$ cat src/rtl/blm_pkg.sv
// Shared types, widths and constants for the battery level monitor.
package blm_pkg;

  localparam int TICK_W      = 8;
  localparam int FSC_W       = 10;
  localparam int THR_W       = 8;
  localparam int SMP_W       = 10;
  localparam int ACC_W       = 16;
  localparam int TALLY_W     = 6;
  localparam int LEVEL_W     = 8;
  localparam int CFG_W       = 10;
  localparam int CFG_IDX_W   = 3;
  localparam int PCT_SCALE   = 100;
  // acc * 100 fits in 23 bits
  localparam int PROD_W      = ACC_W + 7;
  // shifted divisor: full scale << 7
  localparam int DSH_W       = FSC_W + LEVEL_W - 1;
  localparam int LEVEL_STEPS = LEVEL_W;
  localparam int STEP_CNT_W  = $clog2(LEVEL_STEPS + 1);

  localparam logic [TICK_W-1:0] POLL_PERIOD_RST = TICK_W'(10);
  localparam logic [FSC_W-1:0]  FULL_SCALE_RST  = FSC_W'(465);
  localparam logic [THR_W-1:0]  LOW_THR_RST     = THR_W'(20);
  localparam logic [THR_W-1:0]  EMPTY_THR_RST   = THR_W'(5);
  localparam logic [LEVEL_W-1:0] LEVEL_MAX      = '1;

  localparam logic [CFG_IDX_W-1:0] CFG_POLL_PERIOD = CFG_IDX_W'(0);
  localparam logic [CFG_IDX_W-1:0] CFG_FULL_SCALE  = CFG_IDX_W'(1);
  localparam logic [CFG_IDX_W-1:0] CFG_LOW_THR     = CFG_IDX_W'(2);
  localparam logic [CFG_IDX_W-1:0] CFG_EMPTY_THR   = CFG_IDX_W'(3);

  typedef enum logic [1:0] {
    REQ_TICK   = 2'd0,
    REQ_SAMPLE = 2'd1,
    REQ_START  = 2'd2,
    REQ_STOP   = 2'd3
  } req_kind_t;

  typedef enum logic [2:0] {
    ST_IDLE,
    ST_EXEC,
    ST_CHECK,
    ST_DIVIDE,
    ST_APPLY,
    ST_FINISH
  } state_t;

  typedef struct packed {
    logic capture;
    logic exec;
    logic check;
    logic div_step;
    logic apply;
    logic emit;
  } cmd_t;

  typedef struct packed {
    logic need_level;
    logic need_mean;
    logic level_sat;
    logic out_free;
  } status_t;

endpackage

$ cat src/rtl/blm_if.sv
// Request and result channel interfaces of the battery level monitor.
interface blm_req_if
  import blm_pkg::*;
();
  logic             valid;
  logic             ready;
  logic [1:0]       req_type;
  logic [SMP_W-1:0] sample;

  modport source (output valid, req_type, sample, input ready);
  modport sink   (input valid, req_type, sample, output ready);
endinterface

interface blm_res_if
  import blm_pkg::*;
();
  logic               valid;
  logic               ready;
  logic [LEVEL_W-1:0] level_percent;
  logic               low_warning;
  logic               start_sampling;
  logic               mean_ready;

  modport source (output valid, level_percent, low_warning, start_sampling, mean_ready,
                  input ready);
  modport sink   (input valid, level_percent, low_warning, start_sampling, mean_ready,
                  output ready);
endinterface

$ cat src/rtl/blm_ctrl.sv
// Sequencer: walks one word through update, divide and result hand-off.
module blm_ctrl
  import blm_pkg::*;
(
  input  logic    clk,
  input  logic    rst,
  input  logic    req_fire,
  input  status_t status,
  output logic    req_ready,
  output cmd_t    cmd
);

  state_t                state, state_next;
  logic [STEP_CNT_W-1:0] step_cnt, step_cnt_next;

  always_ff @(posedge clk) begin
    if (rst) begin
      state    <= ST_IDLE;
      step_cnt <= '0;
    end else begin
      state    <= state_next;
      step_cnt <= step_cnt_next;
    end
  end

  always_comb begin
    state_next = state;
    unique case (state)
      ST_IDLE: begin
        if (req_fire) state_next = ST_EXEC;
      end
      ST_EXEC: begin
        if (status.need_level)     state_next = ST_CHECK;
        else if (status.need_mean) state_next = ST_APPLY;
        else                       state_next = ST_FINISH;
      end
      ST_CHECK: begin
        state_next = status.level_sat ? ST_APPLY : ST_DIVIDE;
      end
      ST_DIVIDE: begin
        if (step_cnt == STEP_CNT_W'(1)) state_next = ST_APPLY;
      end
      ST_APPLY: state_next = ST_FINISH;
      ST_FINISH: begin
        if (status.out_free) state_next = ST_IDLE;
      end
      default: state_next = ST_IDLE;
    endcase
  end

  // step counter for the level divider
  always_comb begin
    step_cnt_next = step_cnt;
    if (state == ST_CHECK && !status.level_sat) begin
      step_cnt_next = STEP_CNT_W'(LEVEL_STEPS);
    end else if (state == ST_DIVIDE) begin
      step_cnt_next = step_cnt - STEP_CNT_W'(1);
    end
  end

  always_comb begin
    req_ready    = (state == ST_IDLE);
    cmd.capture  = req_fire;
    cmd.exec     = (state == ST_EXEC);
    cmd.check    = (state == ST_CHECK);
    cmd.div_step = (state == ST_DIVIDE);
    cmd.apply    = (state == ST_APPLY);
    cmd.emit     = (state == ST_FINISH) && status.out_free;
  end

endmodule

$ cat src/rtl/blm_dp.sv
// Datapath: settings, monitor state, restoring divider and result registers.
module blm_dp
  import blm_pkg::*;
#(
  parameter int BURST_SAMPLES = 32,
  parameter int ADC_BITS      = 10
) (
  input  logic                 clk,
  input  logic                 rst,
  input  cmd_t                 cmd,
  output status_t              status,
  input  logic [1:0]           req_type,
  input  logic [SMP_W-1:0]     sample,
  input  logic                 cfg_we,
  input  logic [CFG_IDX_W-1:0] cfg_index,
  input  logic [CFG_W-1:0]     cfg_data,
  input  logic                 res_ready,
  output logic                 res_valid,
  output logic [LEVEL_W-1:0]   level_percent,
  output logic                 low_warning,
  output logic                 start_sampling,
  output logic                 mean_ready
);

  localparam logic [SMP_W-1:0] SAMPLE_MASK =
    (ADC_BITS >= SMP_W) ? {SMP_W{1'b1}} : SMP_W'((1 << ADC_BITS) - 1);
  localparam logic [TALLY_W:0] BURST_N = (TALLY_W + 1)'(BURST_SAMPLES);
  // burst mean by reciprocal multiply, exact for any 16-bit sum
  localparam int MEAN_SHIFT = ACC_W + $clog2(BURST_SAMPLES);
  localparam int MPROD_W    = 2 * ACC_W + 1;
  localparam logic [ACC_W:0] MEAN_RECIP = (ACC_W + 1)'(
    ((64'd1 << MEAN_SHIFT) + 64'(BURST_SAMPLES) - 64'd1) / 64'(BURST_SAMPLES));

  // settings
  logic [TICK_W-1:0] poll_period;
  logic [FSC_W-1:0]  full_scale;
  logic [THR_W-1:0]  low_thr;
  logic [THR_W-1:0]  empty_thr;

  // monitor state
  logic [TICK_W-1:0]  tick_count;
  logic               running;
  logic [ACC_W-1:0]   acc;
  logic [TALLY_W-1:0] tally;

  // captured word
  req_kind_t        item_kind;
  logic [SMP_W-1:0] item_sample;

  // divider
  logic [PROD_W-1:0]  rem;
  logic [DSH_W-1:0]   dsh;
  logic [LEVEL_W-1:0] quot;

  // pending result
  logic [LEVEL_W-1:0] r_level;
  logic               r_warn;
  logic               r_go;
  logic               r_ready;

  logic [TICK_W:0]      tick_inc;
  logic [TICK_W:0]      period;
  logic                 tick_wrap;
  logic [SMP_W-1:0]     smp_masked;
  logic [ACC_W:0]       sum;
  logic [ACC_W-1:0]     sum_sat;
  logic [TALLY_W:0]     tally_inc;
  logic                 burst_open;
  logic [PROD_W-1:0]    level_limit;
  logic                 div_fit;
  logic [PROD_W-1:0]    rem_sub;
  logic [MPROD_W-1:0]   mean_prod;
  logic [ACC_W-1:0]     mean;
  logic [LEVEL_W-1:0]   level;
  logic                 level_nz;
  logic                 warn;
  logic                 halt;

  always_comb begin
    tick_inc    = {1'b0, tick_count} + (TICK_W + 1)'(1);
    period      = (poll_period == '0) ? (TICK_W + 1)'(256) : {1'b0, poll_period};
    tick_wrap   = (tick_inc >= period);
    smp_masked  = item_sample & SAMPLE_MASK;
    sum         = {1'b0, acc} + (ACC_W + 1)'(smp_masked);
    sum_sat     = sum[ACC_W] ? {ACC_W{1'b1}} : sum[ACC_W-1:0];
    tally_inc   = {1'b0, tally} + (TALLY_W + 1)'(1);
    burst_open  = ({1'b0, tally} < BURST_N);
    level_limit = PROD_W'({full_scale, {LEVEL_W{1'b0}}});
    div_fit     = (rem >= PROD_W'(dsh));
    rem_sub     = rem - PROD_W'(dsh);
    mean_prod   = MPROD_W'(acc) * MPROD_W'(MEAN_RECIP);
    mean        = ACC_W'(mean_prod >> MEAN_SHIFT);
    level       = quot;
    level_nz    = (level != '0);
    warn        = level_nz && (level < low_thr);
    halt        = level_nz && (level < empty_thr);

    status.need_level = (item_kind == REQ_TICK) && tick_wrap && running;
    status.need_mean  = (item_kind == REQ_SAMPLE) && burst_open && (tally_inc == BURST_N);
    status.level_sat  = (rem >= level_limit);
    status.out_free   = !res_valid || res_ready;
  end

  always_ff @(posedge clk) begin
    if (rst) begin
      poll_period <= POLL_PERIOD_RST;
      full_scale  <= FULL_SCALE_RST;
      low_thr     <= LOW_THR_RST;
      empty_thr   <= EMPTY_THR_RST;
    end else if (cfg_we) begin
      unique case (cfg_index)
        CFG_POLL_PERIOD: poll_period <= cfg_data[TICK_W-1:0];
        CFG_FULL_SCALE:  full_scale  <= cfg_data[FSC_W-1:0];
        CFG_LOW_THR:     low_thr     <= cfg_data[THR_W-1:0];
        CFG_EMPTY_THR:   empty_thr   <= cfg_data[THR_W-1:0];
        default: ;
      endcase
    end
  end

  always_ff @(posedge clk) begin
    if (cmd.capture) begin
      item_kind   <= req_kind_t'(req_type);
      item_sample <= sample;
    end
  end

  always_ff @(posedge clk) begin
    if (rst) begin
      tick_count <= '0;
      running    <= 1'b0;
      acc        <= '0;
      tally      <= '0;
    end else if (cmd.exec) begin
      unique case (item_kind)
        REQ_TICK: tick_count <= tick_wrap ? '0 : tick_inc[TICK_W-1:0];
        REQ_SAMPLE: begin
          if (burst_open) begin
            acc   <= sum_sat;
            tally <= tally_inc[TALLY_W-1:0];
          end
        end
        REQ_START: begin
          if (!running) begin
            acc        <= '0;
            tick_count <= '0;
            running    <= 1'b1;
          end
        end
        REQ_STOP: running <= 1'b0;
        default: ;
      endcase
    end else if (cmd.apply) begin
      if (item_kind == REQ_TICK) begin
        if (!halt) begin
          acc   <= '0;
          tally <= '0;
        end
      end else begin
        acc <= mean;
      end
    end
  end

  // restoring divider for the level, one quotient bit per step
  always_ff @(posedge clk) begin
    if (cmd.exec) begin
      rem <= PROD_W'(acc) * PROD_W'(PCT_SCALE);
    end else if (cmd.check) begin
      if (status.level_sat) begin
        quot <= LEVEL_MAX;
      end else begin
        dsh  <= DSH_W'(full_scale) << (LEVEL_STEPS - 1);
        quot <= '0;
      end
    end else if (cmd.div_step) begin
      if (div_fit) rem <= rem_sub;
      quot <= {quot[LEVEL_W-2:0], div_fit};
      dsh  <= dsh >> 1;
    end
  end

  always_ff @(posedge clk) begin
    if (cmd.exec) begin
      r_level <= '0;
      r_warn  <= 1'b0;
      r_go    <= 1'b0;
      r_ready <= 1'b0;
    end else if (cmd.apply) begin
      if (item_kind == REQ_TICK) begin
        r_level <= level;
        r_warn  <= warn;
        r_go    <= !halt;
      end else begin
        r_ready <= 1'b1;
      end
    end
  end

  always_ff @(posedge clk) begin
    if (rst) begin
      res_valid <= 1'b0;
    end else if (cmd.emit) begin
      res_valid <= 1'b1;
    end else if (res_ready) begin
      res_valid <= 1'b0;
    end
  end

  always_ff @(posedge clk) begin
    if (cmd.emit) begin
      level_percent  <= r_level;
      low_warning    <= r_warn;
      start_sampling <= r_go;
      mean_ready     <= r_ready;
    end
  end

endmodule

$ cat src/rtl/battery_level_monitor.sv
// Battery level monitor: poll timer, burst averaging and percent level check.
// Each word runs an update step; a tick that ends a poll period while running then takes a saturation
//   check, 8 divider steps unless saturated, and an apply step; the sample closing a burst takes an apply step.
// Flow: one word in flight; the next is taken the cycle after the result register loads,
//   and a waiting result stalls the next.
// Reset (synchronous, active high): settings to defaults, monitor state and handshakes cleared.
module battery_level_monitor
  import blm_pkg::*;
#(
  parameter int BURST_SAMPLES = 32,
  parameter int ADC_BITS      = 10
) (
  input  logic                 clk,
  input  logic                 rst,
  blm_req_if.sink              req,
  blm_res_if.source            res,
  input  logic                 cfg_we,
  input  logic [CFG_IDX_W-1:0] cfg_index,
  input  logic [CFG_W-1:0]     cfg_data
);

  // Controller and datapath talk only through these two bundles.
  cmd_t    cmd;
  status_t status;
  logic    req_ready;
  logic    req_fire;

  // A word is taken only in idle; the datapath latches it on the same edge.
  assign req_fire  = req.valid && req_ready;
  assign req.ready = req_ready;

  // Sequencer: update step, optional saturation check and divide, optional apply, then result hand-off.
  blm_ctrl u_ctrl (
    .clk       (clk),
    .rst       (rst),
    .req_fire  (req_fire),
    .status    (status),
    .req_ready (req_ready),
    .cmd       (cmd)
  );

  // Datapath: settings, tick counter, accumulator, level divider and output register.
  // The level divide is acc*100 / full scale with a first compare against
  // full_scale << 8 standing in for the saturation to 255; the burst mean
  // is a single reciprocal multiply by the burst size.
  blm_dp #(
    .BURST_SAMPLES (BURST_SAMPLES),
    .ADC_BITS      (ADC_BITS)
  ) u_dp (
    .clk            (clk),
    .rst            (rst),
    .cmd            (cmd),
    .status         (status),
    .req_type       (req.req_type),
    .sample         (req.sample),
    .cfg_we         (cfg_we),
    .cfg_index      (cfg_index),
    .cfg_data       (cfg_data),
    .res_ready      (res.ready),
    .res_valid      (res.valid),
    .level_percent  (res.level_percent),
    .low_warning    (res.low_warning),
    .start_sampling (res.start_sampling),
    .mean_ready     (res.mean_ready)
  );

endmodule

$ cat src/flat_wrapper.sv
// flat-port wrapper written by rule: the top's interface ports become plain ports
module battery_level_monitor_flat import blm_pkg::*;
#(
  parameter int BURST_SAMPLES = 32,
  parameter int ADC_BITS      = 10
)
  (clk, rst, cfg_we, cfg_index, cfg_data, req_valid, req_req_type, req_sample, req_ready, res_valid, res_level_percent, res_low_warning, res_start_sampling, res_mean_ready, res_ready);
  blm_req_if req_i ();
  blm_res_if res_i ();
  input  logic clk;
  input  logic rst;
  input  logic cfg_we;
  input  logic [CFG_IDX_W-1:0] cfg_index;
  input  logic [CFG_W-1:0] cfg_data;
  input wire logic [$bits(req_i.valid)-1:0] req_valid;
  input wire logic [$bits(req_i.req_type)-1:0] req_req_type;
  input wire logic [$bits(req_i.sample)-1:0] req_sample;
  output wire logic [$bits(req_i.ready)-1:0] req_ready;
  output wire logic [$bits(res_i.valid)-1:0] res_valid;
  output wire logic [$bits(res_i.level_percent)-1:0] res_level_percent;
  output wire logic [$bits(res_i.low_warning)-1:0] res_low_warning;
  output wire logic [$bits(res_i.start_sampling)-1:0] res_start_sampling;
  output wire logic [$bits(res_i.mean_ready)-1:0] res_mean_ready;
  input wire logic [$bits(res_i.ready)-1:0] res_ready;
  assign req_i.valid = req_valid;
  assign req_i.req_type = req_req_type;
  assign req_i.sample = req_sample;
  assign req_ready = req_i.ready;
  assign res_valid = res_i.valid;
  assign res_level_percent = res_i.level_percent;
  assign res_low_warning = res_i.low_warning;
  assign res_start_sampling = res_i.start_sampling;
  assign res_mean_ready = res_i.mean_ready;
  assign res_i.ready = res_ready;
  battery_level_monitor #(.BURST_SAMPLES(BURST_SAMPLES), .ADC_BITS(ADC_BITS)) u_core (.clk(clk), .rst(rst), .req(req_i), .res(res_i), .cfg_we(cfg_we), .cfg_index(cfg_index), .cfg_data(cfg_data));
endmodule
$ cat config.mk
export PLATFORM = sky130hd
export DESIGN_NAME = battery_level_monitor_flat
export DESIGN_NICKNAME = d
export VERILOG_FILES = /design/src/rtl/blm_pkg.sv /design/src/rtl/blm_if.sv /design/src/rtl/blm_ctrl.sv /design/src/rtl/blm_dp.sv /design/src/rtl/battery_level_monitor.sv /design/src/flat_wrapper.sv
export SDC_FILE = /design/constraint.sdc
export NUM_CORES = 1
export LEC_CHECK = 0
export BUFFER_PORTS_ARGS = -buffer_cell sky130_fd_sc_hd__clkbuf_2
export CORE_MARGIN = 5
export CORE_UTILIZATION = 45
export DETAILED_ROUTE_END_ITERATION = 6
export MAX_ROUTING_LAYER = met4
export PLACE_DENSITY = 0.64
export RECOVER_POWER = 50
export SKIP_LAST_GASP = 1
export SLEW_MARGIN = 20
export SYNTH_ARGS = -nofsm -noshare
export SYNTH_HDL_FRONTEND = slang
export SYNTH_HIERARCHICAL = 1
export SYNTH_SLANG_ARGS = --single-unit
$ cat constraint.sdc
create_clock -name clk -period 3.7 [get_ports clk]
set_input_delay 0.555 -clock clk [delete_from_list [all_inputs] [get_ports clk]]
set_output_delay 0.555 -clock clk [all_outputs]
set_load 0.1 [all_outputs]
==> results.json, run 1 <==
{
  "outcome": "finished, violations left",
  "violations": "capacitance limit, slew limit",
  "leakagePower_nw": 4.93,
  "crit_chain": "ha_1 -> ha_1 -> inv_1 -> fa_1 -> inv_1 -> ha_1 -> o21a_1 -> and2_1 -> a2111oi_4 -> buf_4 -> nor2_1 -> a31oi_1 -> xnor2_1 -> a22o_1",
  "timing.final.max_slew_violations": 60,
  "cts_buffer_depth": 2,
  "crit_path_end_kind": "flop",
  "reg2reg_from": "u_core/u_dp/acc[6]$_SDFFE_PP0P_",
  "maxCapViolCount": 1,
  "cts_max_level": 4,
  "portBuffers": 42,
  "utilization_pct": 51.4,
  "antenna_found_initial": 0,
  "synthArstFlopShare_pct": 0,
  "syn_area_um2": 10300,
  "drt_wl_total_mm": 23.5,
  "r2r-end": "u_core/u_dp/rem[20]$_DFFE_PP_",
  "critPathArrivalTime_ps": 3690,
  "first_pass_iters": 5,
  "p_per_area_nw_per_um2": 457,
  "max_freq_mhz": 286,
  "row_count": 55,
  "avgSynthCellArea_um2": 9.06,
  "cts_made_buffers": 17,
  "coreArea_um2": 22600,
  "fin_nets": 1353,
  "initial_utilization_pct": 45.6,
  "yosysMostFrequentCell": "nand2_1",
  "synth.top_cells.by_count": "143 x nand2_1, 117 x ha_1, 112 x inv_1",
  "grt_usage_pct": 18.8,
  "finalHoldViolations": 0,
  "yosysSeqAreaShare_pct": 36.7,
  "design.die.area_um2": 26100,
  "ys.flop_type": "dfxtp_1",
  "slew_headroom_pct": -84.4,
  "ff2ff_path_depth": 14,
  "io_pins": 43,
  "rsz0062_at_grt": "false",
  "p_int_mw": 3.46,
  "postCtsHoldBufs": 0,
  "final_area_um2": 11600,
  "synthCells": 1140,
  "ys_types": 77,
  "die_x_um": 161,
  "pwr-share-comb_pct": 28.5,
  "netSwitchingPower_mw": 1.85,
  "cpLargestDelayFamily": "adder cells",
  "yosysWarnings": 6,
  "syn_to_final_growth_pct": 12.7,
  "cts-root-buf": "clkbuf_16",
  "cp_common_cell": "ha_1",
  "num-fill-cells": 2100,
  "wl_per_cell_um": 15.8,
  "cp_num_buf_inv": 3,
  "hold_depth": 1,
  "syn-num-nets": 1300,
  "insertion_delay_ps": 430,
  "worstMarginPinSlew_ps": 2770,
  "finClkSkew_ps": 15.2,
  "place_congestion": 0.911,
  "ir_worst_vdd_uv": 331,
  "seqPwrFrac_pct": 37.7,
  "worst_path_largest_cell_delay_ps": 490,
  "grt_pass1_wl_mm": 38.9,
  "cp.depth": 14,
  "cts_setup_buffers": 0,
  "holdCritPathClass": "primary input to flop",
  "finalPower_mw": 5.32,
  "cp_slowest_cell": "fa_1",
  "setup.worst_path.start_class": "flop",
  "cts_tree": "yes",
  "die_h_um": 161,
  "antenna_cells": 0,
  "grt_max_degree": 60,
  "synth-seq-cells": 155,
  "hpwl_mm": 17.7,
  "setup_viol": 0,
  "r2r_setup_slack_ps": 200,
  "required_ps": 3890,
  "pwr-share-clk_pct": 33.8,
  "crit_end": "u_core/u_dp/rem[20]$_DFFE_PP_",
  "vias": 8163,
  "crit_type": "flop to flop",
  "synth_edf_count": 69,
  "startpoint": "u_core/u_dp/acc[6]$_SDFFE_PP0P_",
  "place_area_um2": 11000,
  "switching_share_pct": 34.9,
  "finalCriticalPeriod_ps": 3500,
  "clk_pin_slew_ps": 70,
  "period_share_pct": 94.6,
  "viasPerCell": 5.47,
  "yosys.area.top_type": "edfxtp_1",
  "drc": 0,
  "ant_nets": 0,
  "grt-ovfl-total": 0,
  "worstPathMaxFanout": 5,
  "drt_iter0_markers": 451,
  "grt_pass1_vias": 7918,
  "cts_sinks": 155,
  "ys_top_cells_by_area": "edfxtp_1 20%, dfxtp_1 17%, ha_1 14%",
  "drive_gt1_share_pct": 10.3,
  "yosysTopAreaCellShare_pct": 20.1
}
==> per-stage QoR <==
step           setup slack, ps  TNS [ps]  hold slack, ps  cells
2_1_floorplan              183         0             408   1140
3_3_place_gp             -3.73     -3.73             415   1459
3_5_place_dp              10.7         0             413   1459
4_1_cts                   20.3         0             275   1491
5_1_grt                   5.53         0             272   1491
6_report                   199         0             296   1491
==> how the worst min path moves through the flow <==
stage / from / to / slack [ps]
finish: req_sample[9] / u_core/u_dp/item_sample[9]$_DFFE_PP_ / 300
global route: req_req_type[1] / u_core/u_dp/item_kind[1]$_DFFE_PP_ / 270
floorplan: u_core/u_dp/r_level[0]$_SDFFE_PP0P_ / u_core/u_dp/level_percent[0]$_DFFE_PP_ / 410
detailed placement: u_core/u_dp/r_level[7]$_SDFFE_PP0P_ / u_core/u_dp/level_percent[7]$_DFFE_PP_ / 410
global placement: u_core/u_dp/r_level[6]$_SDFFE_PP0P_ / u_core/u_dp/level_percent[6]$_DFFE_PP_ / 410
CTS: req_sample[9] / u_core/u_dp/item_sample[9]$_DFFE_PP_ / 280
==> metal layers <==
metal / vias to the layer above / share of wire (%) / wire (um) / track usage [%]
met5: - / 0 / 0 / -
met4: 0 / 1.1 / 269 / 4.77
met1: 3831 / 47 / 11100 / 24.0
li1: 4178 / - / - / -
met2: 136 / 48 / 11300 / 31.4
met3: 18 / 3.7 / 866 / 2.81
==> state kept, by name, summed over array words and instances (netlist names), 2 cells and up <==
name and flops:
u_core/u_ctrl/state 3, u_core/u_dp/level 8, u_core/u_dp/item_sample 10, u_core/u_dp/tally 6, u_core/u_dp/dsh 17, u_core/u_dp/empty_thr 8
u_core/u_dp/rem 23, u_core/u_dp/full_scale 10, u_core/u_ctrl/step_cnt 4, u_core/u_dp/level_percent 8, u_core/u_dp/poll_period 8, u_core/u_dp/low_thr 8
u_core/u_dp/tick_count 8, u_core/u_dp/acc 16, u_core/u_dp/item_kind 2, u_core/u_dp/r_level 8
==> layout make-up <==
type | instances | area (um2) | area share, %
inverter | 112 | 420 | 3.61
clock buffer | 17 | 425 | 3.66
clock inverter | 15 | 184 | 1.58
tap | 285 | 357 | 3.06
sequential | 155 | 3800 | 32.7
timing repair buffer | 75 | 445 | 3.83
multi-input combinational | 832 | 6000 | 51.6
==> power by group through the flow <==
stage	registers [mW]	logic [mW]	clock network (mW)
after floorplan	2.04	1.08	0
after global placement	2.04	1.45	0
after detailed placement	2.04	1.47	0
after CTS	2.00	1.49	1.84
after global routing	2.02	1.69	1.93
final	2.01	1.52	1.80
==> cells in the final DEF (no fill, tap or decap), types with 14 or more instances in the layout <==
cell type	netlist	layout
buf_4	7	30
clkbuf_1	24	16
nor3_1	14	14
clkbuf_2	0	28
nand3b_1	14	14
nand3_1	23	23
nand2_1	143	143
a21oi_1	80	80
edfxtp_1	69	69
ha_1	117	114
clkbuf_16	0	17
o21ai_0	53	52
xor2_1	21	21
nor2_1	72	72
a22o_1	15	15
a21o_1	28	28
dfxtp_1	86	81
inv_1	112	112
a211oi_1	18	17
nand2b_1	14	14
o21a_1	18	18
xnor2_1	26	26
==> logic make-up (layout without fill, tap and decap cells) <==
logic type	count (synthesis)	count (layout)	share of synthesized area, %
buffers and inverters	153	219	5.91
and+or+nand+nor	349	349	16.3
DFF	155	155	36.7
AOI/OAI and AO/OA	299	299	19.7
adders and majority gates	130	130	16.7
muxes	7	7	0.678
xor gates and xnor gates	47	47	3.99
==> what timing repair did <==
action,CTS,global route
gates resized for setup,2,12
pin swaps,0,3
setup endpoints to repair,1,3
Note: power is estimated with default switching activity, not from simulation.
==> run 2, diff against run 1 <==
--- a/config.mk
+++ b/config.mk
@@ -9,7 +9,6 @@
 export CORE_MARGIN = 5
 export CORE_UTILIZATION = 45
 export DETAILED_ROUTE_END_ITERATION = 6
-export MAX_ROUTING_LAYER = met4
 export PLACE_DENSITY = 0.64
 export RECOVER_POWER = 50
 export SKIP_LAST_GASP = 1
==> constraint.sdc (replaced) <==
create_clock -name clk -period 3.7 [get_ports clk]
set_input_delay 0.555 -clock clk [delete_from_list [all_inputs] [get_ports clk]]
set_output_delay 0.555 -clock clk [all_outputs]
set_load 0.05 [all_outputs]
==> run 2 against run 1 <==
Against the previous run: the run still ends with capacitance limit, slew limit left; global-route usage decreased by 0.38 points; combinational power decreased by 5%; sequential power about the same; hold slack got worse by 3.0 ps; clock-buffer cell count unchanged; register-to-register slack got worse by 30 ps; largest power group unchanged.
==> results.json, run 2 (synthesized netlist as in run 1, its figures left out) <==
{
  "drt_wl_total_mm": 23.5,
  "place_ws_ps": -36.1,
  "fin_nets": 1351,
  "ff2ff_path_depth": 14,
  "holdCritPathClass": "primary input to flop",
  "hold_slack_ps": 293,
  "grt_pass1_wl_mm": 39.2,
  "insertion_delay_ps": 430,
  "r2r_setup_slack_ps": 170,
  "regArea_um2": 3800,
  "place_congestion": 0.902,
  "hold_depth": 1,
  "crit_path_end_kind": "flop",
  "largest_reg_flops": 23,
  "io_pins": 43,
  "layout.cells.non_filler": 1489,
  "cts_tree": "yes",
  "crit_type": "flop to flop",
  "drt_iter0_markers": 444,
  "leakagePower_nw": 4.90,
  "ant_nets": 0,
  "hpwl_mm": 17.8,
  "r2r-end": "u_core/u_dp/rem[20]$_DFFE_PP_",
  "switching_share_pct": 33.8,
  "setup_viol": 0,
  "finalCriticalPeriod_ps": 3530,
  "vias": 8147,
  "timing.final.max_slew_violations": 60,
  "setup.worst_path.start_class": "flop",
  "coreArea_um2": 22600,
  "pwr-share-clk_pct": 34.4,
  "p_per_area_nw_per_um2": 456,
  "wl_per_cell_um": 15.8,
  "clk_pin_slew_ps": 70,
  "portBuffers": 42,
  "ir_worst_vdd_uv": 284,
  "seqPwrFrac_pct": 38.1,
  "viasPerCell": 5.47,
  "p_int_mw": 3.50,
  "tns_ps": 0,
  "postCtsHoldBufs": 0,
  "antenna_cells": 0,
  "grt_pass1_vias": 7884,
  "drc": 0,
  "worstPathMaxFanout": 5,
  "slew_headroom_pct": -78.7,
  "die_h_um": 161,
  "cts_max_level": 4,
  "design.die.area_um2": 26100,
  "maxCapViolCount": 1,
  "layout_common_cells": "143 x nand2_1, 114 x ha_1, 112 x inv_1",
  "cts_buffer_depth": 2,
  "final_area_um2": 11600,
  "die_x_um": 161,
  "finClkSkew_ps": 10.3,
  "grt_max_degree": 60,
  "place_area_um2": 11000,
  "drive_gt1_share_pct": 9.80,
  "utilization_pct": 51.2,
  "worst_slack_ps": 172,
  "pwr-share-comb_pct": 27.5,
  "cts_made_buffers": 17,
  "finalHoldViolations": 0,
  "place_inst": 1457,
  "violations": "capacitance limit, slew limit",
  "min_from": "req_sample[7]",
  "multi_input_area_um2": 5990,
  "rsz0062_at_grt": "false",
  "critPathArrivalTime_ps": 3710,
  "max_freq_mhz": 283,
  "initial_utilization_pct": 45.6,
  "reg2reg_from": "u_core/u_dp/acc[9]$_SDFFE_PP0P_",
  "row_count": 55,
  "required_ps": 3880,
  "reg_top3": "u_core/u_dp/rem: 23 flops, u_core/u_dp/dsh: 17 flops, u_core/u_dp/acc: 16 flops",
  "grt_usage_pct": 18.4,
  "mostFrequentLayoutCell": "nand2_1",
  "regMostFlops": "u_core/u_dp/rem",
  "grt-ovfl-total": 0,
  "period_share_pct": 95.4,
  "num-fill-cells": 2169,
  "outcome": "finished, violations left",
  "syn_to_final_growth_pct": 12.3,
  "finalPower_mw": 5.29,
  "first_pass_iters": 7,
  "netSwitchingPower_mw": 1.79,
  "cts_sinks": 155,
  "min_to": "u_core/u_dp/item_sample[7]$_DFFE_PP_",
  "antenna_found_initial": 0,
  "cts-root-buf": "clkbuf_16",
  "cts_setup_buffers": 0,
  "worstMarginPinSlew_ps": 2680
}
## run 2: final cells by class
type	instances	area share [%]
Clock buffer	17	3.67
Clock inverter	15	1.72
Inverter	112	3.63
Multi-Input combinational cell	832	51.6
Sequential cell	155	32.8
Tap cell	285	3.08
Timing Repair Buffer	73	3.50
## run 2: critical path, cell delays in order (launching register included)
cell and delay [ps]:
dfxtp_2 350, ha_1 300, ha_1 280, inv_1 50, fa_1 490, inv_1 40, ha_2 310, and3_1 200
and2_1 200, a2111oi_4 360, buf_4 170, nor2_1 50, a31oi_1 170, xnor2_1 90, a22o_1 230
## run 2: per-layer routing
| layer | track usage (%) | share of wire [%] | vias up |
|---|---|---|---|
| met3 | 3.73 | 4.5 | 20 |
| met5 | 0 | 0 | - |
| li1 | - | - | 4170 |
| met2 | 31.2 | 48 | 133 |
| met4 | 4.15 | 1.1 | 0 |
| met1 | 24.3 | 46 | 3824 |
## run 2: power by group through the flow
stage	Clock [mW]	Sequential, mW	Combinational (mW)
floorplan	0	2.03	1.06
detailed placement	0	2.05	1.42
global route	1.95	2.03	1.65
global placement	0	2.05	1.41
finish	1.82	2.02	1.45
CTS	1.86	2.01	1.45
## run 2: how the worst max path moves through the flow
| stage | startpoint | endpoint | depth (start not counted) |
|---|---|---|---|
| detailed placement | u_core/u_dp/acc[2]$_SDFFE_PP0P_ | u_core/u_dp/rem[20]$_DFFE_PP_ | 12 |
| finish | u_core/u_dp/acc[9]$_SDFFE_PP0P_ | u_core/u_dp/rem[20]$_DFFE_PP_ | 14 |
| CTS | u_core/u_dp/acc[4]$_SDFFE_PP0P_ | u_core/u_dp/rem[20]$_DFFE_PP_ | 14 |
| global placement | u_core/u_dp/acc[2]$_SDFFE_PP0P_ | u_core/u_dp/rem[20]$_DFFE_PP_ | 12 |
| floorplan | u_core/u_dp/acc[2]$_SDFFE_PP0P_ | u_core/u_dp/rem[20]$_DFFE_PP_ | 11 |
| global route | u_core/u_dp/acc[9]$_SDFFE_PP0P_ | u_core/u_dp/rem[20]$_DFFE_PP_ | 14 |
## run 2: timing repair
| item | CTS | global route |
|---|---|---|
| pin swaps | 0 | 2 |
| gates resized for setup | 2 | 14 |
| setup endpoints to repair | 1 | 2 |
| hold endpoints to repair | 0 | 0 |
==> run 3, diff against run 2 <==
--- a/config.mk
+++ b/config.mk
@@ -6,11 +6,13 @@
 export NUM_CORES = 1
 export LEC_CHECK = 0
 export BUFFER_PORTS_ARGS = -buffer_cell sky130_fd_sc_hd__clkbuf_2
+export CORE_ASPECT_RATIO = 0.5
 export CORE_MARGIN = 5
 export CORE_UTILIZATION = 45
 export DETAILED_ROUTE_END_ITERATION = 6
 export PLACE_DENSITY = 0.64
 export RECOVER_POWER = 50
+export REMOVE_ABC_BUFFERS = 1
 export SKIP_LAST_GASP = 1
 export SLEW_MARGIN = 20
 export SYNTH_ARGS = -nofsm -noshare
==> run 3 against run 2 <==
Against the previous run: the flow now finishes without violations; highest routed layer unchanged; sequential power about the same; sequential cell count unchanged; combinational power up 5%; design area up 0.11%; sequential share of layout area down 0.078 points; hold slack worse by 8.6 ps; clock power down 8%; via count up 3.0%.
==> results.json, run 3 (synthesized netlist as in run 1, its figures left out) <==
{
  "worst_path_largest_cell_delay_ps": 490,
  "drt_iter0_markers": 684,
  "wl_per_cell_um": 15.9,
  "antenna_cells": 0,
  "crit_chain": "ha_1 -> ha_1 -> inv_1 -> fa_1 -> inv_1 -> ha_1 -> o21a_1 -> and2_1 -> a2111oi_2 -> buf_4 -> nor2_1 -> a31oi_1 -> xnor2_1 -> a22o_1",
  "first_pass_iters": 5,
  "p_int_mw": 3.44,
  "hpwl_mm": 18.6,
  "grt_max_degree": 45,
  "viasPerCell": 5.52,
  "initial_utilization_pct": 45.5,
  "clk_pin_slew_ps": 70,
  "reg_top3": "u_core/u_dp/rem: 23 flops, u_core/u_dp/dsh: 17 flops, u_core/u_dp/acc: 16 flops",
  "cts_sinks": 155,
  "grt-ovfl-total": 0,
  "cts_buffer_depth": 2,
  "critPathArrivalTime_ps": 3780,
  "layout.cells.non_filler": 1522,
  "timing.final.max_slew_violations": 0,
  "worstPathMaxFanout": 4,
  "drc": 0,
  "crit_type": "flop to flop",
  "finalPower_mw": 5.19,
  "maxCapViolCount": 0,
  "netSwitchingPower_mw": 1.75,
  "insertion_delay_ps": 450,
  "antenna_found_initial": 0,
  "cts_tree": "yes",
  "finalCriticalPeriod_ps": 3580,
  "ff2ff_path_depth": 14,
  "largest_reg_flops": 23,
  "syn_to_final_growth_pct": 12.4,
  "grt_pass1_wl_mm": 39.6,
  "drt_wl_total_mm": 24.1,
  "place_ws_ps": -75.7,
  "max_freq_mhz": 279,
  "mostFrequentLayoutCell": "nand2_1",
  "required_ps": 3900,
  "cp_slowest_cell": "fa_1",
  "die_h_um": 117,
  "portBuffers": 42,
  "ant_nets": 0,
  "ir_worst_vdd_uv": 296,
  "cts_max_level": 4,
  "fin_nets": 1362,
  "finalHoldViolations": 0,
  "cts_made_buffers": 17,
  "switching_share_pct": 33.8,
  "layout_common_cells": "143 x nand2_1, 117 x ha_1, 112 x inv_1",
  "pwr-share-comb_pct": 29.2,
  "row_count": 39,
  "worst_slack_ps": 116,
  "worstMarginPinSlew_ps": 1440,
  "place_congestion": 0.877,
  "postCtsHoldBufs": 0,
  "tns_ps": 0,
  "die_x_um": 224,
  "seqPwrFrac_pct": 38.6,
  "period_share_pct": 96.9,
  "pwr-share-clk_pct": 32.1,
  "coreArea_um2": 22700,
  "holdCritPathClass": "primary input to flop",
  "place_inst": 1490,
  "slew_headroom_pct": 3.72,
  "leakagePower_nw": 4.94,
  "design.die.area_um2": 26300,
  "cp_common_cell": "ha_1",
  "io_pins": 43,
  "vias": 8394,
  "regMostFlops": "u_core/u_dp/rem",
  "crit_path_end_kind": "flop",
  "outcome": "finished clean",
  "hold_depth": 1,
  "cts-root-buf": "clkbuf_16",
  "setup_viol": 0,
  "rsz0062_at_grt": "false",
  "grt_pass1_vias": 7964,
  "utilization_pct": 51.2,
  "setup.worst_path.start_class": "flop",
  "p_per_area_nw_per_um2": 447,
  "num-fill-cells": 2122,
  "drive_gt1_share_pct": 10.2,
  "grt_usage_pct": 18.7,
  "finClkSkew_ps": 8.44
}
==> run 3: worst max-delay path, delay by kind of cell, from the launching register on <==
family,cells,cell delay (ps)
adder cells (fa/ha/maj),4,1370
AO/OA/AOI/OAI,4,1000
XOR/XNOR,1,90
AND/OR/NAND/NOR,2,210
flip-flops,1,410
buffers and inverters,3,270
==> run 3: area by class of cell <==
| type | instances | area (um2) | share of cell area [%] |
|---|---|---|---|
| multi-input combinational | 832 | 5950 | 51.3 |
| sequential | 155 | 3800 | 32.7 |
| timing repair buffer | 84 | 505 | 4.35 |
| clock buffer | 19 | 443 | 3.82 |
| inverter | 112 | 420 | 3.62 |
| tap | 307 | 384 | 3.31 |
| clock inverter | 13 | 108 | 0.927 |
==> run 3: timing repair <==
action | CTS | global route
gates cloned | 0 | 0
gates resized for setup | 2 | 7
endpoints found under the setup margin | 1 | 3
buffers inserted | 0 | 0
endpoints found under the hold margin | 0 | 0
pin swaps | 0 | 2
==> run 3: layer usage <==
metal  vias to the layer above  track usage (%)  routed length [um]
met4                         0             5.55                 495
met2                       209             30.0               10500
li1                       4207                -                   -
met1                      3946             25.7               11700
met3                        32             4.29                1440
met5                         -                0                   0
==> run 3: path summary, 6_finish.rpt <==
kind	end	slack, ps	from
max	u_core/u_dp/rem[20]$_DFFE_PP_	120	u_core/u_dp/acc[5]$_SDFFE_PP0P_
min	u_core/u_dp/item_sample[2]$_DFFE_PP_	280	req_sample[2]
max reg2reg	u_core/u_dp/rem[20]$_DFFE_PP_	120	u_core/u_dp/acc[5]$_SDFFE_PP0P_
min reg2reg	u_core/u_dp/level_percent[2]$_DFFE_PP_	430	u_core/u_dp/r_level[2]$_SDFFE_PP0P_
==> run 3: power groups by stage <==
stage | registers, mW | clock network [mW] | logic [mW]
floorplan | 2.04 | 0 | 1.02
global placement | 2.03 | 0 | 1.47
detailed placement | 2.04 | 0 | 1.49
CTS | 2.00 | 1.71 | 1.51
global route | 2.02 | 1.80 | 1.70
finish | 2.01 | 1.67 | 1.52
==> run 3: per-stage QoR <==
step                      hold slack [ps]  area (um2)
final                                 284       11600
after global placement                416       11100
after global routing                  257       11600
after floorplan                       408       10100
after detailed placement              415       11100
after CTS                             259       11600
